[config.mk]
export PLATFORM = sky130hd
export DESIGN_NAME = stepper_focuser_sequencer
export DESIGN_NICKNAME = d
export VERILOG_FILES = /design/src/sfs_pkg.sv /design/src/sfs_rem_unit.sv /design/src/stepper_focuser_sequencer.sv
export VERILOG_INCLUDE_DIRS = /design/src /design/src/src
export SDC_FILE = /design/constraint.sdc
export NUM_CORES = 1
export LEC_CHECK = 0
export BUFFER_PORTS_ARGS = -buffer_cell sky130_fd_sc_hd__buf_2
export CORE_UTILIZATION = 35
export CTS_CLUSTER_DIAMETER = 50
export DETAILED_ROUTE_END_ITERATION = 7
export PLACE_DENSITY = 0.53
export SKIP_CTS_REPAIR_TIMING = 1
export SYNTH_ARGS = -nofsm -noshare
export SYNTH_HDL_FRONTEND = slang
export SYNTH_SLANG_ARGS = --single-unit
[constraint.sdc]
create_clock -name aclk -period 9.46 [get_ports aclk]
set_input_delay 2.838 -clock aclk [delete_from_list [all_inputs] [get_ports aclk]]
set_output_delay 2.838 -clock aclk [all_outputs]
set_load 0.05 [all_outputs]
[src/stepper_focuser_sequencer_defines.svh]
// Assertion helpers shared by the sequencer RTL.
// Both expect aclk and aresetn in scope.
`ifndef STEPPER_FOCUSER_SEQUENCER_DEFINES_SVH
`define STEPPER_FOCUSER_SEQUENCER_DEFINES_SVH

// same-cycle implication
`define SFS_ASSERT_IMP(lbl, ante, cons, msg) \
    lbl: assert property (@(posedge aclk) disable iff (!aresetn) (ante) |-> (cons)) \
        else $error(msg);

// next-cycle implication
`define SFS_ASSERT_NXT(lbl, ante, cons, msg) \
    lbl: assert property (@(posedge aclk) disable iff (!aresetn) (ante) |=> (cons)) \
        else $error(msg);

`endif

[src/sfs_pkg.sv]
`default_nettype none
package sfs_pkg;

    localparam int POSITION_BITS_DEF = 8;
    localparam int REV_BITS          = 8;
    localparam int FSPR_BITS         = 7;
    localparam int COUNT_BITS        = 7;
    localparam int OUT_POS_BITS      = 8;

    localparam logic [FSPR_BITS-1:0] FSPR_RESET = 7'd48;
    localparam logic [FSPR_BITS-1:0] FSPR_MIN   = 7'd2;

    // register index, taken from paddr[2]
    localparam logic CFG_IDX_FSPR = 1'b0;

    // encoder levels {b, a}
    localparam logic [1:0] ENC_LVL_A = 2'b10;
    localparam logic [1:0] ENC_LVL_B = 2'b11;

    typedef enum logic [2:0] {
        REQ_ENCODER = 3'd0,
        REQ_MARK    = 3'd1,
        REQ_CENTER  = 3'd2,
        REQ_MODE    = 3'd3,
        REQ_TICK    = 3'd4
    } req_t;

    typedef enum logic [1:0] {
        MOVE_NONE = 2'd0,
        MOVE_FWD  = 2'd1,
        MOVE_BACK = 2'd2
    } enc_move_t;

    typedef struct packed {
        logic busy;
        logic done;
    } rem_status_t;

    // result beat, msb first; packs into m_tdata[30:0]
    typedef struct packed {
        enc_move_t                encoder_move;
        logic [COUNT_BITS-1:0]    steps_left;
        logic                     moving;
        logic                     half_step_mode;
        logic [OUT_POS_BITS-1:0]  mark_position;
        logic [OUT_POS_BITS-1:0]  position;
        logic [3:0]               coil_drive;
    } result_t;

    function automatic logic [3:0] full_coil(input logic [1:0] ph);
        logic [3:0] c;
        case (ph)
            2'd0:    c = 4'b0101;
            2'd1:    c = 4'b1001;
            2'd2:    c = 4'b1010;
            default: c = 4'b0110;
        endcase
        return c;
    endfunction

    function automatic logic [3:0] half_coil(input logic [2:0] ph);
        logic [3:0] c;
        case (ph)
            3'd0:    c = 4'b0101;
            3'd1:    c = 4'b0001;
            3'd2:    c = 4'b1001;
            3'd3:    c = 4'b1000;
            3'd4:    c = 4'b1010;
            3'd5:    c = 4'b0010;
            3'd6:    c = 4'b0110;
            default: c = 4'b0100;
        endcase
        return c;
    endfunction

endpackage
`default_nettype wire

[src/sfs_rem_unit.sv]
`default_nettype none
`include "stepper_focuser_sequencer_defines.svh"
module sfs_rem_unit #(
    parameter int DIVIDEND_BITS = sfs_pkg::POSITION_BITS_DEF + 1
) (
    input  wire logic                               aclk,
    input  wire logic                               aresetn,
    input  wire logic                               start,
    input  wire logic [DIVIDEND_BITS-1:0]           dividend,
    input  wire logic [sfs_pkg::REV_BITS-1:0]       divisor,
    output sfs_pkg::rem_status_t                    status,
    output logic      [sfs_pkg::REV_BITS-1:0]       result
);
    import sfs_pkg::*;

    localparam int CNT_BITS = $clog2(DIVIDEND_BITS + 1);

    logic [DIVIDEND_BITS-1:0] shift_reg;
    logic [REV_BITS-1:0]      rem_reg;
    logic [REV_BITS-1:0]      div_reg;
    logic [CNT_BITS-1:0]      cnt_reg;
    logic                     busy_reg;
    logic                     done_reg;

    logic [REV_BITS:0]        trial;
    logic [REV_BITS:0]        trial_sub;
    logic [REV_BITS-1:0]      rem_next;

    // one quotient bit per cycle, restoring
    always_comb begin
        trial     = {rem_reg, shift_reg[DIVIDEND_BITS-1]};
        trial_sub = trial - {1'b0, div_reg};
        if (trial >= {1'b0, div_reg}) begin
            rem_next = trial_sub[REV_BITS-1:0];
        end else begin
            rem_next = trial[REV_BITS-1:0];
        end
    end

    always_ff @(posedge aclk) begin
        if (!aresetn) begin
            busy_reg <= 1'b0;
            done_reg <= 1'b0;
            cnt_reg  <= '0;
        end else begin
            done_reg <= 1'b0;
            if (start) begin
                busy_reg <= 1'b1;
                cnt_reg  <= CNT_BITS'(DIVIDEND_BITS);
            end else if (busy_reg) begin
                cnt_reg <= cnt_reg - 1'b1;
                if (cnt_reg == CNT_BITS'(1)) begin
                    busy_reg <= 1'b0;
                    done_reg <= 1'b1;
                end
            end
        end
    end

    always_ff @(posedge aclk) begin
        if (start) begin
            shift_reg <= dividend;
            rem_reg   <= '0;
            div_reg   <= divisor;
        end else if (busy_reg) begin
            shift_reg <= {shift_reg[DIVIDEND_BITS-2:0], 1'b0};
            rem_reg   <= rem_next;
        end
    end

    assign status.busy = busy_reg;
    assign status.done = done_reg;
    assign result      = rem_reg;

    `SFS_ASSERT_IMP(a_rem_in_range, done_reg, rem_reg < div_reg, "remainder not below divisor")
    `SFS_ASSERT_NXT(a_start_goes_busy, start, busy_reg && !done_reg, "start did not raise busy")
    `SFS_ASSERT_NXT(a_done_single, done_reg, !done_reg, "done held longer than a cycle")

endmodule
`default_nettype wire

[src/stepper_focuser_sequencer.sv]
// Results are registered in a two-deep output buffer: an output register and a skid register.
// Throughput: one beat per cycle unless the skid is full; input stays open while a result waits.
// A step landing at or beyond twice the revolution (only after a register write) runs a
// serial remainder: input is held off while it runs and the beat is pushed when it is done.
// Reset: synchronous active-low aresetn clears control state, not payloads; fspr_reg gets 48.
`default_nettype none
`include "stepper_focuser_sequencer_defines.svh"
module stepper_focuser_sequencer #(
    parameter int POSITION_BITS = sfs_pkg::POSITION_BITS_DEF
) (
    input  wire logic        aclk,
    input  wire logic        aresetn,
    // input stream
    input  wire logic        s_tvalid,
    output logic             s_tready,
    input  wire logic [7:0]  s_tdata,   // [0] enc_a, [1] enc_b, rest zero
    input  wire logic [2:0]  s_tuser,   // [2:0] req_type
    // result stream
    output logic             m_tvalid,
    input  wire logic        m_tready,
    output logic [31:0]      m_tdata,   // [3:0] coil_drive, [11:4] position,
                                        // [19:12] mark_position, [20] half_step_mode,
                                        // [21] moving, [28:22] steps_left,
                                        // [30:29] encoder_move, [31] zero
    // register port
    input  wire logic        psel,
    input  wire logic        penable,
    input  wire logic        pwrite,
    input  wire logic [2:0]  paddr,
    input  wire logic [31:0] pwdata,
    output logic [31:0]      prdata,
    output logic             pready
);
    import sfs_pkg::*;

    localparam int PW = POSITION_BITS + 1;

    // ---------------------------------------------------------------
    // Register port: single register, write at access phase
    // ---------------------------------------------------------------
    logic [FSPR_BITS-1:0] fspr_reg;
    logic                 cfg_wr;

    assign pready = 1'b1;
    assign cfg_wr = psel && penable && pwrite && pready && (paddr[2] == CFG_IDX_FSPR);
    assign prdata = (paddr[2] == CFG_IDX_FSPR) ? {25'd0, fspr_reg} : 32'd0;

    // ---------------------------------------------------------------
    // State
    // ---------------------------------------------------------------
    logic [2:0]               phase_reg,  phase_next;
    logic [POSITION_BITS-1:0] rotor_reg,  rotor_next;
    logic [POSITION_BITS-1:0] mark_reg,   mark_next;
    logic                     half_reg,   half_next;
    logic [1:0]               last_reg,   last_next;
    logic [COUNT_BITS-1:0]    mc_reg,     mc_next;
    logic                     mback_reg,  mback_next;

    result_t                  pend_reg;
    result_t                  out_reg;
    logic                     out_valid_reg;
    result_t                  skid_reg;
    logic                     skid_valid_reg;

    // ---------------------------------------------------------------
    // Remainder unit handles the rare wide-out-of-range step
    // ---------------------------------------------------------------
    rem_status_t          rem_status;
    logic [REV_BITS-1:0]  rem_result;
    logic                 rem_start;

    req_t                 req;
    logic                 s_accept;
    logic [1:0]           enc_now;

    // revolution length of the active mode
    logic [FSPR_BITS-1:0] rev_base;
    logic [REV_BITS-1:0]  rev8;
    logic [PW-1:0]        rev_w;
    logic [PW-1:0]        rev2_w;

    // stepping
    logic                 do_step;
    logic                 step_back;
    logic [2:0]           ph_step;
    logic [PW-1:0]        v_step;
    logic [PW-1:0]        pos_w;
    logic                 step_fast;
    logic                 slow_needed;
    enc_move_t            enc_move;

    // center move
    logic [POSITION_BITS-1:0] ctr_diff;
    logic                     ctr_back;
    logic [PW-1:0]            ctr_flip;
    logic [COUNT_BITS-1:0]    ctr_count;
    logic                     ctr_back_final;

    result_t              res_now;
    result_t              res_slow;
    result_t              push_data;
    logic                 push;
    logic                 pop;

    assign req      = req_t'(s_tuser);
    assign enc_now  = {s_tdata[1], s_tdata[0]};
    assign s_tready = !rem_status.busy && !rem_status.done && !skid_valid_reg;
    assign s_accept = s_tvalid && s_tready;

    // register values below two behave as two
    always_comb begin
        rev_base = (fspr_reg < FSPR_MIN) ? FSPR_MIN : fspr_reg;
        rev8     = half_reg ? {rev_base, 1'b0} : {1'b0, rev_base};
        rev_w    = {{(PW-REV_BITS){1'b0}}, rev8};
        rev2_w   = rev_w << 1;
    end

    // one step in either direction; forward counts down
    always_comb begin
        if (step_back) begin
            ph_step = phase_reg + 3'd1;
            v_step  = {1'b0, rotor_reg} + PW'(1);
        end else begin
            ph_step = phase_reg - 3'd1;
            v_step  = {1'b0, rotor_reg} - PW'(1);
        end
        if (!half_reg) begin
            ph_step[2] = 1'b0;
        end

        step_fast = 1'b1;
        if (!step_back && (rotor_reg == '0)) begin
            pos_w = rev_w - PW'(1);
        end else if (v_step < rev_w) begin
            pos_w = v_step;
        end else if (v_step < rev2_w) begin
            pos_w = v_step - rev_w;
        end else begin
            // far beyond the revolution: serial remainder
            pos_w     = v_step;
            step_fast = 1'b0;
        end
    end

    // shortest wrapped distance to the mark, halved
    always_comb begin
        if (rotor_reg >= mark_reg) begin
            ctr_diff = rotor_reg - mark_reg;
            ctr_back = 1'b0;
        end else begin
            ctr_diff = mark_reg - rotor_reg;
            ctr_back = 1'b1;
        end
        ctr_flip = rev_w - {1'b0, ctr_diff};
        if ({1'b0, ctr_diff} > (rev_w >> 1)) begin
            ctr_back_final = !ctr_back;
            // a stale mark may put the distance past a revolution: no move then
            if (!ctr_flip[PW-1] && (ctr_flip != '0)) begin
                ctr_count = ctr_flip[COUNT_BITS:1];
            end else begin
                ctr_count = '0;
            end
        end else begin
            ctr_back_final = ctr_back;
            ctr_count      = ctr_diff[COUNT_BITS:1];
        end
    end

    // next state for the accepted beat
    always_comb begin
        phase_next = phase_reg;
        rotor_next = rotor_reg;
        mark_next  = mark_reg;
        half_next  = half_reg;
        last_next  = last_reg;
        mc_next    = mc_reg;
        mback_next = mback_reg;
        enc_move   = MOVE_NONE;
        do_step    = 1'b0;
        step_back  = 1'b0;

        if (mc_reg != '0) begin
            // move under way: only ticks count
            if (req == REQ_TICK) begin
                mc_next   = mc_reg - 1'b1;
                do_step   = 1'b1;
                step_back = mback_reg;
            end
        end else begin
            case (req)
                REQ_ENCODER: begin
                    if ((last_reg == ENC_LVL_A) && (enc_now == ENC_LVL_B)) begin
                        enc_move = MOVE_FWD;
                    end else if ((last_reg == ENC_LVL_B) && (enc_now == ENC_LVL_A)) begin
                        enc_move = MOVE_BACK;
                    end
                    last_next = enc_now;
                    do_step   = (enc_move != MOVE_NONE);
                    step_back = (enc_move == MOVE_BACK);
                end
                REQ_MARK: begin
                    mark_next = rotor_reg;
                end
                REQ_CENTER: begin
                    mback_next = ctr_back_final;
                    mc_next    = ctr_count;
                end
                REQ_MODE: begin
                    if (half_reg) begin
                        half_next  = 1'b0;
                        phase_next = phase_reg >> 1;
                        rotor_next = rotor_reg >> 1;
                    end else begin
                        half_next  = 1'b1;
                        phase_next = {phase_reg[1:0], 1'b0};
                        rotor_next = rotor_reg << 1;
                    end
                end
                default: begin
                    // tick with no move, or unused code: nothing changes
                end
            endcase
        end

        if (do_step) begin
            phase_next = ph_step;
            if (step_fast) begin
                rotor_next = pos_w[POSITION_BITS-1:0];
            end
        end
    end

    assign slow_needed = do_step && !step_fast;
    assign rem_start   = s_accept && slow_needed;

    sfs_rem_unit #(
        .DIVIDEND_BITS (PW)
    ) u_rem (
        .aclk     (aclk),
        .aresetn  (aresetn),
        .start    (rem_start),
        .dividend (v_step),
        .divisor  (rev8),
        .status   (rem_status),
        .result   (rem_result)
    );

    // result fields, taken after the update
    always_comb begin
        res_now.coil_drive     = half_next ? half_coil(phase_next)
                                           : full_coil(phase_next[1:0]);
        res_now.position       = rotor_next[OUT_POS_BITS-1:0];
        res_now.mark_position  = mark_next[OUT_POS_BITS-1:0];
        res_now.half_step_mode = half_next;
        res_now.moving         = (mc_next != '0);
        res_now.steps_left     = mc_next;
        res_now.encoder_move   = enc_move;

        res_slow          = pend_reg;
        res_slow.position = rem_result[OUT_POS_BITS-1:0];
    end

    assign push      = (s_accept && !slow_needed) || rem_status.done;
    assign push_data = rem_status.done ? res_slow : res_now;
    assign pop       = out_valid_reg && m_tready;

    // ---------------------------------------------------------------
    // Control and state registers
    // ---------------------------------------------------------------
    always_ff @(posedge aclk) begin
        if (!aresetn) begin
            fspr_reg       <= FSPR_RESET;
            phase_reg      <= '0;
            rotor_reg      <= '0;
            mark_reg       <= '0;
            half_reg       <= 1'b0;
            last_reg       <= '0;
            mc_reg         <= '0;
            mback_reg      <= 1'b0;
            out_valid_reg  <= 1'b0;
            skid_valid_reg <= 1'b0;
        end else begin
            if (cfg_wr) begin
                fspr_reg <= pwdata[FSPR_BITS-1:0];
            end
            if (s_accept) begin
                phase_reg <= phase_next;
                rotor_reg <= rotor_next;
                mark_reg  <= mark_next;
                half_reg  <= half_next;
                last_reg  <= last_next;
                mc_reg    <= mc_next;
                mback_reg <= mback_next;
            end
            if (rem_status.done) begin
                rotor_reg <= POSITION_BITS'(rem_result);
            end

            // output buffer: a push only lands while the skid slot is free
            if (skid_valid_reg) begin
                if (pop) begin
                    skid_valid_reg <= 1'b0;
                end
            end else if (out_valid_reg && !pop && push) begin
                skid_valid_reg <= 1'b1;
            end
            if (skid_valid_reg) begin
                if (pop) begin
                    out_valid_reg <= 1'b1;
                end
            end else if (!out_valid_reg || pop) begin
                out_valid_reg <= push;
            end
        end
    end

    // payload registers
    always_ff @(posedge aclk) begin
        if (rem_start) begin
            pend_reg <= res_now;
        end
        if (skid_valid_reg) begin
            if (pop) begin
                out_reg <= skid_reg;
            end
        end else if (!out_valid_reg || pop) begin
            if (push) begin
                out_reg <= push_data;
            end
        end else if (push) begin
            skid_reg <= push_data;
        end
    end

    assign m_tvalid = out_valid_reg;
    assign m_tdata  = {1'b0, out_reg};

    `SFS_ASSERT_IMP(a_skid_needs_out, skid_valid_reg, out_valid_reg, "skid beat without output beat")
    `SFS_ASSERT_IMP(a_hold_during_rem, rem_status.busy || rem_status.done, !s_tready, "input open during remainder")
    `SFS_ASSERT_NXT(a_move_ignores_events, s_accept && (mc_reg != '0) && (req != REQ_TICK), $stable(rotor_reg) && $stable(mc_reg), "event changed state during a move")
    `SFS_ASSERT_IMP(a_done_has_room, rem_status.done, !skid_valid_reg, "remainder result with no buffer slot")

endmodule
`default_nettype wire
# Word level (Yosys, flattened, before mapping)
# Index checks and enable logic that the tools add are counted.
# totals
register_bits	155
input_bits	53
out_inout_bits	67
elab_cells	197
# op_classes
bitwise	6
eq_ne	19
muxes	71
add_sub_neg	12
n_reduce_logical	46
magnitude_cmp	6
# ops
cell	count
31-bit two-way mux	5
8-bit two-way mux	15
7-bit two-way mux	7
8-bit subtractor	4
4-bit one-hot mux with 7 select lines	1
9-bit two-way mux	3
1-bit two-way mux	25
1-bit logical AND	16
3-bit two-way mux	5
7-bit nonzero test	2
2-bit equality test, second input constant	6
3-bit by 2-bit equality test with 1-bit output, second input constant	4
3-bit equality test, second input constant	4
2-bit two-way mux	6
4-bit two-way mux	3
4-bit one-hot mux with 3 select lines	1
3-bit AND reduction	4
2-bit nonzero test	5
8-bit by 1-bit adder with 9-bit output, second input constant	1
9-bit by 8-bit greater-or-equal comparator with 1-bit output	1
1-bit logical NOT	9
9-bit by 8-bit less-than comparator with 1-bit output	1
9-bit less-than comparator	1
9-bit nonzero test	1
other kinds (22)	30

# Longest topological paths before layout
# Gate-level depths: netlist of the first run.
# logic_depth
word_depth	22
depth_mapped	27

# Hierarchy
# A second synthesis of the first run with hierarchy kept.
# unflattened
cells_unflattened	1126
area_unflattened_um2	10662.7
# modules_own_cells
mod	seq_area_each_um2	area_per_inst_um2	n_inst	cells_each
stepper_focuser_sequencer	3333.2	8974.9	1	972
sfs_rem_unit	790.8	1687.9	1	154

# Worst setup path before layout of the first run
# OpenSTA, ideal clock, no wires.
# synth_path
path_type	input-to-reg
from	input port s_tuser[0]
to	register out_reg (netlist bit m_tdata[0]) (enable)
setup_time_ns	0.467
path_slack_ns	0.153
required_ns	8.993
stages	22
path_buffers	1
t_arrival_ns	8.840
cell_sequence	clkbuf_1 -> or2_2 -> a21oi_2 -> inv_1 -> fa_1 -> a21o_1 -> a21oi_1 -> o21bai_1 -> a21oi_1 -> o21bai_1 -> a21oi_1 -> xnor2_1 -> inv_1 -> ha_1 -> nand4_1 -> inv_1 -> a21oi_1 -> o211ai_1 -> and2_1 -> o211ai_1 -> a21oi_1 -> a21boi_0
# synth_between
elab_chain_cells	15
word_cells_on_any_way	23
cone_classes	2 x order compare; 1 x eq/ne; 10 x mux; 10 x reduce/logical
# synth_lines
element	line	text
start: declaration	stepper_focuser_sequencer.sv:17	input wire logic [2:0] s_tuser,
3-bit equality test / 3-bit logical NOT (equally long branches)	stepper_focuser_sequencer.sv:184, stepper_focuser_sequencer.sv:190	
1-bit two-way mux (on tied branches)	stepper_focuser_sequencer.sv:184, stepper_focuser_sequencer.sv:190	
1-bit two-way mux	stepper_focuser_sequencer.sv:182	if (mc_reg != '0) begin
9-bit two-way mux	stepper_focuser_sequencer.sv:120	if (step_back) begin
9-bit less-than comparator	stepper_focuser_sequencer.sv:136	end else if (v_step < rev2_w) begin
1-bit two-way mux	stepper_focuser_sequencer.sv:136	
1-bit two-way mux	stepper_focuser_sequencer.sv:134	end else if (v_step < rev_w) begin
1-bit two-way mux	stepper_focuser_sequencer.sv:132	if (!step_back && (rotor_reg == '0)) begin
1-bit logical NOT	stepper_focuser_sequencer.sv:233	assign slow_needed = do_step && !step_fast;
1-bit logical AND (*)	stepper_focuser_sequencer.sv:233	
1-bit logical NOT (*)	stepper_focuser_sequencer.sv:263	assign push = (s_accept && !slow_needed) || rem_status.done;
1-bit logical AND (*)	stepper_focuser_sequencer.sv:263	
1-bit logical OR (*)	stepper_focuser_sequencer.sv:263	
2-bit nonzero test (no line) (*)	--	
3-bit AND reduction (no line) (*)	--	
end signal: assignment	stepper_focuser_sequencer.sv:324	out_reg <= skid_reg;
end signal: assignment	stepper_focuser_sequencer.sv:328	out_reg <= push_data;
end: declaration	stepper_focuser_sequencer.sv:60	result_t out_reg;
# Every way passes the cells marked *; elsewhere a longest branch is shown, timed or not.
# A chain may end at the register's enable or synchronous reset.

# Worst setup path in the final report of the first run
# layout_path
from	input port s_tuser[2]
to	register out_reg (netlist bit m_tdata[5]) (data pin)
# layout_between
elab_chain_cells	14
word_cells_on_any_way	29
cone_classes	1 x add/sub; 2 x order compare; 2 x eq/ne; 21 x mux; 3 x reduce/logical
# layout_lines
element	line	text
3-bit equality test / 3-bit logical NOT (equally long branches)	stepper_focuser_sequencer.sv:184, stepper_focuser_sequencer.sv:190	
1-bit two-way mux (on tied branches)	stepper_focuser_sequencer.sv:184, stepper_focuser_sequencer.sv:190	
1-bit two-way mux	stepper_focuser_sequencer.sv:182	
9-bit two-way mux	stepper_focuser_sequencer.sv:120	
8-bit subtractor / 9-bit less-than comparator (equally long branches)	stepper_focuser_sequencer.sv:137, stepper_focuser_sequencer.sv:136	
8-bit two-way mux / 1-bit two-way mux (equally long branches)	stepper_focuser_sequencer.sv:136	
8-bit two-way mux / 1-bit two-way mux (equally long branches)	stepper_focuser_sequencer.sv:134	
8-bit two-way mux / 1-bit two-way mux (equally long branches)	stepper_focuser_sequencer.sv:132	
8-bit two-way mux	stepper_focuser_sequencer.sv:227	if (step_fast) begin
8-bit two-way mux (*)	stepper_focuser_sequencer.sv:225	if (do_step) begin
31-bit two-way mux (*)	stepper_focuser_sequencer.sv:264	assign push_data = rem_status.done ? res_slow : res_now;
31-bit two-way mux (*)	stepper_focuser_sequencer.sv:327	if (push) begin
31-bit two-way mux (*)	stepper_focuser_sequencer.sv:326	end else if (!out_valid_reg || pop) begin
31-bit two-way mux (*)	stepper_focuser_sequencer.sv:322	if (skid_valid_reg) begin
# Every way passes the cells marked *; elsewhere a longest branch is shown, timed or not. The select of a mux whose other input is x is not followed.

==> summary.md, run 1 <==
| Metric | Value |
|---|---|
| Die Y | `176 µm` |
| CTS tree | `built` |
| Final hold vios | `0` |
| Final Core Density | `40.0%` |
| Hold Crit Class | `reg2reg` |
| DRT met1 WL | `13,300 µm` |
| Post-Syn Area | `10,600 µm²` |
| Sequential area share after synthesis | `slightly below 40%` |
| Post-route ant nets | `0` |
| CTS buffer count | `17` |
| DP Area | `11,300 µm²` |
| DIE AREA | `31,100 µm²` |
| Routed vias/inst | `5.27` |
| H-tree levels | `4` |
| Worst-Skew Late Latency | `0.44 ns` |
| Startpoint types | `input port` |
| Ys flop type | `edfxtp_1` |
| Layout cells sized above 1 | `15.6%` |
| Relative slew slack | `5.11%` |
| Final GP Congestion | `0.903` |
| Slowest CP cell | `a2111oi_0` |
| CP peak stage delay | `slightly above 0.6 ns` |
| Mean routed wirelength per cell | `16.8 µm` |
| DR WL met2 | `about 12,000 µm` |
| Worst Setup Path Type | `in2reg` |
| Detailed-route via count | `8,384` |
| Max Transition Viols Final | `0` |
| Power per cell area | `between 200 and 250 nW/µm²` |
| Ys Warns | `0` |
| Period utilization | `between 80% and 90%` |
| CP endpoint kind | `flop` |
| Top layer in use | `met4` |
| RSZ-0062 raised after global routing | `false` |
| Clk_skew | `0.0207 ns` |
| Sum Neg Setup Slack | `0 ns` |
| Clock transition at path regs | `0.07 ns` |
| Syn avg cell area | `9.27 µm²` |
| Status | `finished, final reports clean` |
| Final net count | `around 1,300` |
| Power Total | `2.94 mW` |
| Post-synth EDFFs | `102` |
| Int Power | `around 1.7 mW` |
| Layout area overhead | `11.8%` |
| DRT Pass-1 Iters | `5` |
| Psw | `1.26 mW` |
| Register bit total from synthesis | `155` |
| Starting density of the core | `35.8%` |
| Largest net degree at the start of global routing | `48` |
| Total Routing Usage GR | `between 10% and 20%` |
| Top-count cell post-synth | `edfxtp_1` |
| Max Fanout on Critical Path | `17` |
| Min cycle time layout | `~7.9 ns` |
| Io pins | `120` |
| Static leakage | `between 4 and 5 nW` |
| WP data required | `approximately 10 ns` |
| IO buf count | `around 60` |
| Arrival time worst endpoint | `8.20 ns` |
| Net Sw Frac | `42.7%` |
| FP Rows | `63` |
| Seq pwr share | `29.6%` |
| Design area | `11,900 µm²` |
| Detailed placer's ending HPWL | `19,600 µm` |
| VDD IR max | `138 µV` |
| Gate count after technology mapping | `1,146` |
| Top-area cell type share of the netlist area | `28.8%` |
| Clock Power Share | `24.4%` |
| Grt ovf | `0` |
| Core Region | `29,700 µm²` |
| Clock Path Buffers | `2` |
| Number of remaining DRC errors | `0` |
| Number of instances in the placed design | `between 1,500 and 2,000` |
| Met3 Wirelength | `1290 µm` |
| Worst Tran Pin Value | `~1.4 ns` |
| Synth area leaders | `edfxtp_1, dfxtp_1, ha_1, mux2_2, o21ai_0` |
| Final setup viols | `0` |
| Total Wirelength | `26,700 µm` |
| First-pass GRT wire length | `42,700 µm` |
| Max Fclk | `0.126 GHz` |
| Max-cap violation count | `0` |
| Final Non-Filler Cells | `between 1,500 and 2,000` |
| Top post-synthesis cells by count | `edfxtp_1, nor2_1, nand2_1` |
| Initial antenna violation count | `0` |
| Die X | `between 150 and 200 µm` |
| N_diodes | `0` |
| Combinational Power Share | `a little under half` |
| Most frequent CP cell | `a21oi_1` |
| Distinct cells, synth | `84` |
| Ys async rst share | `0%` |
| Root buffer cell | `clkbuf_16` |
| Initial DRC Count | `547` |
| Largest area contributor in the netlist | `edfxtp_1` |
| Vias in the first global route | `7,764` |
| Clk sinks | `155` |
## stage by stage
| step | hold slack [ns] | setup slack (ns) |
|---|---|---|
| 5_1_grt | 0.527 | 1.08 |
| 4_1_cts | 0.496 | 1.56 |
| 3_5_place_dp | 0.486 | 1.13 |
| 3_3_place_gp | 0.479 | 1.18 |
| 2_1_floorplan | 0.456 | 0.153 |
| 6_report | 0.492 | 1.54 |
## layout make-up
cell class / instances / area (µm²)
Clock inverter: 15 / 195
Tap cell: 390 / 488
Inverter: 85 / 319
Fill cell: 2922 / 17800
Clock buffer: 17 / 425
Multi-Input combinational cell: 851 / 5860
Sequential cell: 155 / 4120
Timing Repair Buffer: 78 / 463
## kinds of logic (layout without fill, tap and decap cells)
kind of cell / after synthesis / count (layout) / share of synthesized area, %
adder cells (fa/ha/maj): 73 / 73 / 9.02
buffers and inverters: 165 / 195 / 7.01
other: 2 / 27 / 0.0707
flip-flops: 155 / 155 / 38.8
AO/OA/AOI/OAI: 293 / 293 / 18.5
AND/OR/NAND/NOR: 353 / 353 / 16.5
multiplexers: 69 / 69 / 7.18
XOR/XNOR: 36 / 36 / 2.97
## critical path: cells and delay by family
family / cells / cell delay (ns)
AO/OA/AOI/OAI: 14 / 2.79
XOR/XNOR: 1 / 0.16
adder cells (fa/ha/maj): 2 / 0.80
buffers and inverters: 6 / 0.97
AND/OR/NAND/NOR: 3 / 0.62
## metal layers
layer / vias up / GRT usage [%]
met5: - / 0
li1: 4178 / -
met4: 0 / 4.46
met1: 3936 / 25.7
met2: 242 / 26.6
met3: 28 / 2.80
## placed cells by master (no fill, tap or decap), types with 6 or more instances in the layout
| master | instances |
|---|---|
| xnor2_1 | 28 |
| and2_1 | 8 |
| nand2b_1 | 10 |
| a31oi_1 | 10 |
| nor3_1 | 23 |
| dfxtp_1 | 53 |
| nor2_1 | 94 |
| xor2_1 | 8 |
| buf_2 | 59 |
| edfxtp_1 | 102 |
| o22ai_1 | 6 |
| a211oi_1 | 14 |
| or3_1 | 9 |
| mux2i_1 | 20 |
| o31ai_1 | 12 |
| nor2b_1 | 29 |
| nand2_1 | 89 |
| nor3b_1 | 13 |
| or2_2 | 6 |
| o211ai_1 | 11 |
| nor4_1 | 7 |
| o21a_1 | 6 |
| clkbuf_16 | 17 |
| nand3_1 | 33 |
| conb_1 | 27 |
| fa_1 | 6 |
| a21boi_0 | 16 |
| ha_1 | 67 |
| inv_1 | 83 |
| o21ai_0 | 73 |
| a21o_1 | 11 |
| nand4_1 | 10 |
| a21oi_1 | 67 |
| mux2_2 | 46 |
| buf_4 | 17 |
## power groups by stage
| stage | Combinational, mW | Sequential, mW | Clock (mW) |
|---|---|---|---|
| final | 1.35 | 0.869 | 0.718 |
| after global routing | 1.49 | 0.878 | 0.763 |
| after CTS | 1.34 | 0.869 | 0.738 |
| after detailed placement | 1.33 | 0.884 | 0 |
| after global placement | 1.33 | 0.883 | 0 |
| after floorplan | 0.961 | 0.960 | 0 |
## worst paths after layout
check                            start                      to  slack [ns]  cells past startpoint
max                         s_tuser[2]    m_tdata[5]$_DFFE_PP_        1.54                     26
min             mc_reg[1]$_SDFFE_PN0P_  mc_reg[1]$_SDFFE_PN0P_        0.49                      2
max reg2reg  rotor_reg[3]$_SDFFE_PN0P_  skid_reg[21]$_DFFE_PP_        3.27                     20
min reg2reg     mc_reg[1]$_SDFFE_PN0P_  mc_reg[1]$_SDFFE_PN0P_        0.49                      2
No activity file was read; power rests on OpenSTA's default activity.
==> inputs of run 2 (changes only) <==
--- a/config.mk
+++ b/config.mk
@@ -10,7 +10,7 @@
 export CORE_UTILIZATION = 35
 export CTS_CLUSTER_DIAMETER = 50
 export DETAILED_ROUTE_END_ITERATION = 7
-export PLACE_DENSITY = 0.53
+export PLACE_DENSITY = 0.51
 export SKIP_CTS_REPAIR_TIMING = 1
 export SYNTH_ARGS = -nofsm -noshare
 export SYNTH_HDL_FRONTEND = slang
==> constraint.sdc (replaced) <==
create_clock -name aclk -period 7.5 [get_ports aclk]
set_input_delay 2.25 -clock aclk [delete_from_list [all_inputs] [get_ports aclk]]
set_output_delay 2.25 -clock aclk [all_outputs]
set_load 0.05 [all_outputs]
==> run 2 against run 1 <==
Net effect:
- total power is 29% higher
- die area stayed put
- non-clock buffer count is 28 higher
- first-iteration DRC count is 7.7% lower
- clock-buffer cell count stayed put
- worst setup slack worse by 0.90 ns
- sequential share of layout area is 0.73 points lower
- cell area is 2.1% higher
- flip-flop and latch count stayed put
- clock power is 28% higher
- critical path type unchanged
- critical endpoint is now m_tdata[7]$_DFFE_PP_
- largest power group unchanged
==> summary.md, run 2 (synthesized netlist as in run 1, its figures left out) <==
| Metric | Value |
|---|---|
| Layout cells sized above 1 | `17.6%` |
| Final net count | `roughly 1,300` |
| Total Wirelength | `27,600 µm` |
| Max Transition Viols Final | `0` |
| Power per cell area | `313 nW/µm²` |
| H-tree levels | `4` |
| FF-to-FF path depth | `19` |
| Initial antenna violation count | `0` |
| Grt met2 use | `approximately 28%` |
| Layout area overhead | `14.2%` |
| Fin worst setup slack | `0.641 ns` |
| WP data required | `7.69 ns` |
| Die X | `176 µm` |
| Status | `finished, final reports clean` |
| Most frequent cells in the layout | `edfxtp_1, nor2_1, nand2_1, inv_1, o21ai_0` |
| Max Fanout on Critical Path | `8` |
| Routed vias/inst | `roughly 5.2` |
| Largest net degree at the start of global routing | `48` |
| Die Y | `176 µm` |
| Detailed-route via count | `8,390` |
| Post-route ant nets | `0` |
| Relative slew slack | `29.1%` |
| Max Fclk | `0.146 GHz` |
| Clock Power Share | `24.3%` |
| Mean routed wirelength per cell | `17.0 µm` |
| Clk sinks | `155` |
| # fillers | `2,958` |
| Power Total | `about 3.8 mW` |
| Starting density of the core | `35.8%` |
| Period utilization | `91.5%` |
| Grt ovf | `0` |
| GR peak layer | `met2` |
| Final hold vios | `0` |
| Io pins | `120` |
| Total Routing Usage GR | `18.2%` |
| Min cycle time layout | `~6.9 ns` |
| Hold Crit Class | `reg2reg` |
| N_diodes | `0` |
| CTS tree | `built` |
| Sum Neg Setup Slack | `0 ns` |
| Combinational Power Share | `between 40% and 50%` |
| CTS buffer count | `17` |
| Worst Tran Pin Value | `around 1.1 ns` |
| Worst-Skew Late Latency | `around 0.44 ns` |
| Core Region | `between 20,000 and 30,000 µm²` |
| DRT Pass-1 Iters | `5` |
| Worst slack, placed | `approximately 0.3 ns` |
| DIE AREA | `31,100 µm²` |
| Clock transition at path regs | `0.08 ns` |
| FP Rows | `63` |
| Vias in the first global route | `7,847` |
| Psw | `1.62 mW` |
| Worst Setup Path Type | `in2reg` |
| RSZ-0062 raised after global routing | `false` |
| Most common cell after layout, fill and taps aside | `edfxtp_1` |
| Clk_skew | `0.0258 ns` |
| CP endpoint kind | `flop` |
| Hold path depth | `2` |
| Max-cap violation count | `0` |
| Routing usage on met3 | `3.14%` |
| First-pass GRT wire length | `between 40,000 and 50,000 µm` |
| Final Non-Filler Cells | `1,619` |
| Arrival time worst endpoint | `about 7.1 ns` |
| Root buffer cell | `clkbuf_16` |
| Clock Path Buffers | `2` |
| Static leakage | `a little under 5 nW` |
| Startpoint types | `input port` |
| Net Sw Frac | `a little over two fifths` |
| Number of remaining DRC errors | `0` |
| Int Power | `between 2 and 2.5 mW` |
| IO buf count | `59` |
| Met1 track demand over resource | `a little over a quarter` |
| Final setup viols | `0` |
| VDD IR max | `155 µV` |
| Seq pwr share | `28.6%` |
| Final GP Congestion | `0.904` |
| Initial DRC Count | `505` |
| Detailed placer's ending HPWL | `between 20,000 and 25,000 µm` |
| Number of instances in the placed design | `1,587` |
[run 2: critical path, stage by stage]
cell      delay [ns]
buf_2           0.10
nand2_1         0.07
nor3b_1         0.30
nand2_1         0.12
a21oi_2         0.20
inv_1           0.13
fa_1            0.43
a21o_1          0.19
a21oi_1         0.23
o21bai_1        0.10
a21oi_1         0.23
o21bai_1        0.10
a21oi_1         0.17
xnor2_1         0.16
inv_1           0.08
ha_1            0.29
nand4_1         0.10
o211ai_1        0.47
a21oi_1         0.15
a31oi_1         0.17
buf_4           0.15
buf_4           0.15
a311oi_1        0.06
o31a_1          0.37
mux2_2          0.27
[run 2: worst paths after layout]
kind	startpoint	endpoint	slack, ns
setup reg to reg	rotor_reg[4]$_SDFFE_PN0P_	m_tdata[21]$_DFFE_PP_	1.38
hold / removal	mback_reg$_SDFFE_PN0P_	mback_reg$_SDFFE_PN0P_	0.50
setup / recovery	s_tdata[1]	m_tdata[7]$_DFFE_PP_	0.64
hold reg to reg	mback_reg$_SDFFE_PN0P_	mback_reg$_SDFFE_PN0P_	0.50
[run 2: layer usage]
layer  up-vias  routed length, µm  share of wire [%]
li1       4241                  -                  -
met1      3936              14100                 51
met2       186              12000                 44
met3        27               1040                3.8
met4         0                433                1.6
met5         -                  0                  0
[run 2: cell type report]
| class | instances | area (µm²) | share of cell area [%] |
|---|---|---|---|
| sequential | 155 | 4120 | 34.0 |
| multi-input combinational | 851 | 5860 | 48.3 |
| inverter | 85 | 320 | 2.64 |
| clock inverter | 15 | 200 | 1.65 |
| clock buffer | 17 | 425 | 3.51 |
| timing repair buffer | 106 | 711 | 5.86 |
| tap | 390 | 488 | 4.02 |
[run 2: per-stage QoR]
| step | utilization, % | hold slack (ns) | cell area (µm²) |
|---|---|---|---|
| global placement | 38.7 | 0.480 | 11500 |
| global route | 40.8 | 0.540 | 12100 |
| finish | 40.8 | 0.499 | 12100 |
| detailed placement | 38.7 | 0.486 | 11500 |
| floorplan | - | 0.456 | 10700 |
| CTS | 40.8 | 0.500 | 12100 |
[run 2: power by group through the flow]
stage / registers (mW) / clock network [mW] / logic (mW)
after floorplan: 1.21 / 0 / 1.21
after global placement: 1.11 / 0 / 1.76
after detailed placement: 1.11 / 0 / 1.77
after CTS: 1.09 / 0.950 / 1.78
after global routing: 1.10 / 0.978 / 1.97
final: 1.09 / 0.921 / 1.79
==> inputs of run 3 (changes only) <==
--- a/config.mk
+++ b/config.mk
@@ -11,6 +11,7 @@
 export CTS_CLUSTER_DIAMETER = 50
 export DETAILED_ROUTE_END_ITERATION = 7
 export PLACE_DENSITY = 0.51
+export RECOVER_POWER = 50
 export SKIP_CTS_REPAIR_TIMING = 1
 export SYNTH_ARGS = -nofsm -noshare
 export SYNTH_HDL_FRONTEND = slang
==> run 3 against run 2 <==
Net effect:
- the run now ends with max-capacitance violations, max-slew violations left
- total power fell by 1.7%
- clock power is essentially flat
- first-iteration DRC count rose by 6.9%
- register-to-register slack got worse by 0.48 ns
- critical path depth stayed put
- via count rose by 0.51%
- critical endpoint unchanged
- highest routed layer unchanged
==> summary.md, run 3 (synthesized netlist as in run 1, its figures left out) <==
| Metric | Value |
|---|---|
| Power Total | `between 3 and 4 mW` |
| Core Region | `29,700 µm²` |
| FP Rows | `63` |
| Final Non-Filler Cells | `1,619` |
| Final setup viols | `0` |
| Final net count | `1,342` |
| CTS tree | `built` |
| Worst Setup Path Type | `in2reg` |
| Arrival time worst endpoint | `7.03 ns` |
| Root buffer cell | `clkbuf_16` |
| Detailed placer's ending HPWL | `roughly 21,000 µm` |
| Die X | `176 µm` |
| Worst-Skew Late Latency | `about 0.45 ns` |
| Max Fclk | `between 0.1 and 0.15 GHz` |
| Post-route ant nets | `0` |
| Min cycle time layout | `around 6.8 ns` |
| Io pins | `between 100 and 150` |
| Startpoint types | `input port` |
| Final hold vios | `0` |
| Clock transition at path regs | `0.08 ns` |
| IO buf count | `59` |
| Most frequent CP cell | `a21oi_1` |
| Die Y | `176 µm` |
| Sum Neg Setup Slack | `0 ns` |
| Most frequent cells in the layout | `edfxtp_1, nor2_1, nand2_1, inv_1, o21ai_0` |
| WP buf/inv | `5` |
| Total Wirelength | `roughly 28,000 µm` |
| Hold Crit Class | `reg2reg` |
| CP peak stage delay | `0.44 ns` |
| Static leakage | `4.74 nW` |
| Mean routed wirelength per cell | `17.1 µm` |
| Period utilization | `91.1%` |
| Max Fanout on Critical Path | `8` |
| DIE AREA | `between 30,000 and 40,000 µm²` |
| Status | `finished with violations` |
| RSZ-0062 raised after global routing | `false` |
| Clk_skew | `roughly 0.026 ns` |
| Starting density of the core | `35.8%` |
| Number of instances in the placed design | `~1,600` |
| Routed vias/inst | `between 5 and 6` |
| Max Transition Viols Final | `79` |
| Number of remaining DRC errors | `0` |
| Design area | `12,000 µm²` |
| VDD IR max | `155 µV` |
| First-pass GRT wire length | `44,000 µm` |
| CP top delay family | `compound AO/OA/AOI/OAI gates` |
| # fillers | `2,997` |
| Layout cells sized above 1 | `11.2%` |
| H-tree levels | `4` |
| Clk sinks | `155` |
| Largest net degree at the start of global routing | `between 40 and 50` |
| Grt ovf | `0` |
| Slowest CP cell | `o211ai_1` |
| Crit. path cell count | `25` |
| N_diodes | `0` |
| DRT Pass-1 Iters | `5` |
| WP data required | `7.69 ns` |
| Vias in the first global route | `7,847` |
| Max-cap violation count | `2` |
| Hold path depth | `2` |
| Clock Path Buffers | `2` |
| CP endpoint kind | `flop` |
| DP Area | `between 10,000 and 15,000 µm²` |
| Detailed-route via count | `8,433` |
| Relative slew slack | `-39.4%` |
| Power per cell area | `312 nW/µm²` |
| Failing checks | `max-capacitance violations, max-slew violations` |
| Worst Tran Pin Value | `2.09 ns` |
| CTS buffer count | `17` |
| Final GP Congestion | `0.904` |
| Most common cell after layout, fill and taps aside | `edfxtp_1` |
| Total Routing Usage GR | `18.2%` |
| Initial DRC Count | `540` |
| Initial antenna violation count | `0` |
| FF-to-FF path depth | `22` |
| Layout area overhead | `12.6%` |
==> run 3: final timing paths <==
check / startpoint / endpoint / slack [ns]
max reg2reg: rotor_reg[0]$_SDFFE_PN0P_ / m_tdata[21]$_DFFE_PP_ / 0.90
max: s_tdata[1] / m_tdata[7]$_DFFE_PP_ / 0.67
min: mback_reg$_SDFFE_PN0P_ / mback_reg$_SDFFE_PN0P_ / 0.50
min reg2reg: mback_reg$_SDFFE_PN0P_ / mback_reg$_SDFFE_PN0P_ / 0.50
==> run 3: final cells by class <==
class	instances	area (µm²)	area share, %
clock inverters	15	200	1.67
well taps	390	488	4.08
flip-flops and latches	155	4120	34.5
inverters	85	320	2.68
multi-input cells	851	5770	48.2
clock buffers	17	425	3.55
repair buffers	106	638	5.33
==> run 3: stage by stage <==
stage                     util (%)  hold WS (ns)  worst slack, ns
final                         40.3         0.500            0.666
after global routing          40.3         0.540            0.152
after CTS                     40.8         0.500            0.750
after detailed placement      38.7         0.486            0.299
after global placement        38.7         0.480            0.311
after floorplan                  -         0.456            0.246
==> run 3: metal layers <==
metal  wire length [µm]  track usage (%)  vias up
li1                   -                -     4242
met1              14000             26.4     3955
met2              12000             27.8      203
met3               1210             3.14       33
met4                471             4.93        0
met5                  0                0        -
==> run 3: worst register-to-register path, cell delays in order, from the launching register on <==
cell and delay, ns:
dfxtp_1 0.35, inv_1 0.16, ha_1 0.19, inv_1 0.06, fa_1 0.45, nand3_1 0.13
nand3_1 0.29, a21o_1 0.37, nor3_1 0.21, a31oi_1 0.10, a311oi_1 0.37, xnor2_1 0.27
inv_1 0.09, ha_1 0.33, nand3_1 0.20, or3_1 0.14, a211oi_1 0.05, a221oi_1 0.35
o311ai_0 0.44, a311oi_1 0.73, o22ai_1 0.20, nor4_1 0.73, a21oi_1 0.14
==> run 3: where the power goes <==
part | switching [mW] | internal, mW | leakage, nW
clock | 0.439 | 0.484 | 0.297
combinational | 1.09 | 0.633 | 3.05
sequential | 0.0647 | 1.02 | 1.40
total | 1.59 | 2.14 | 4.74
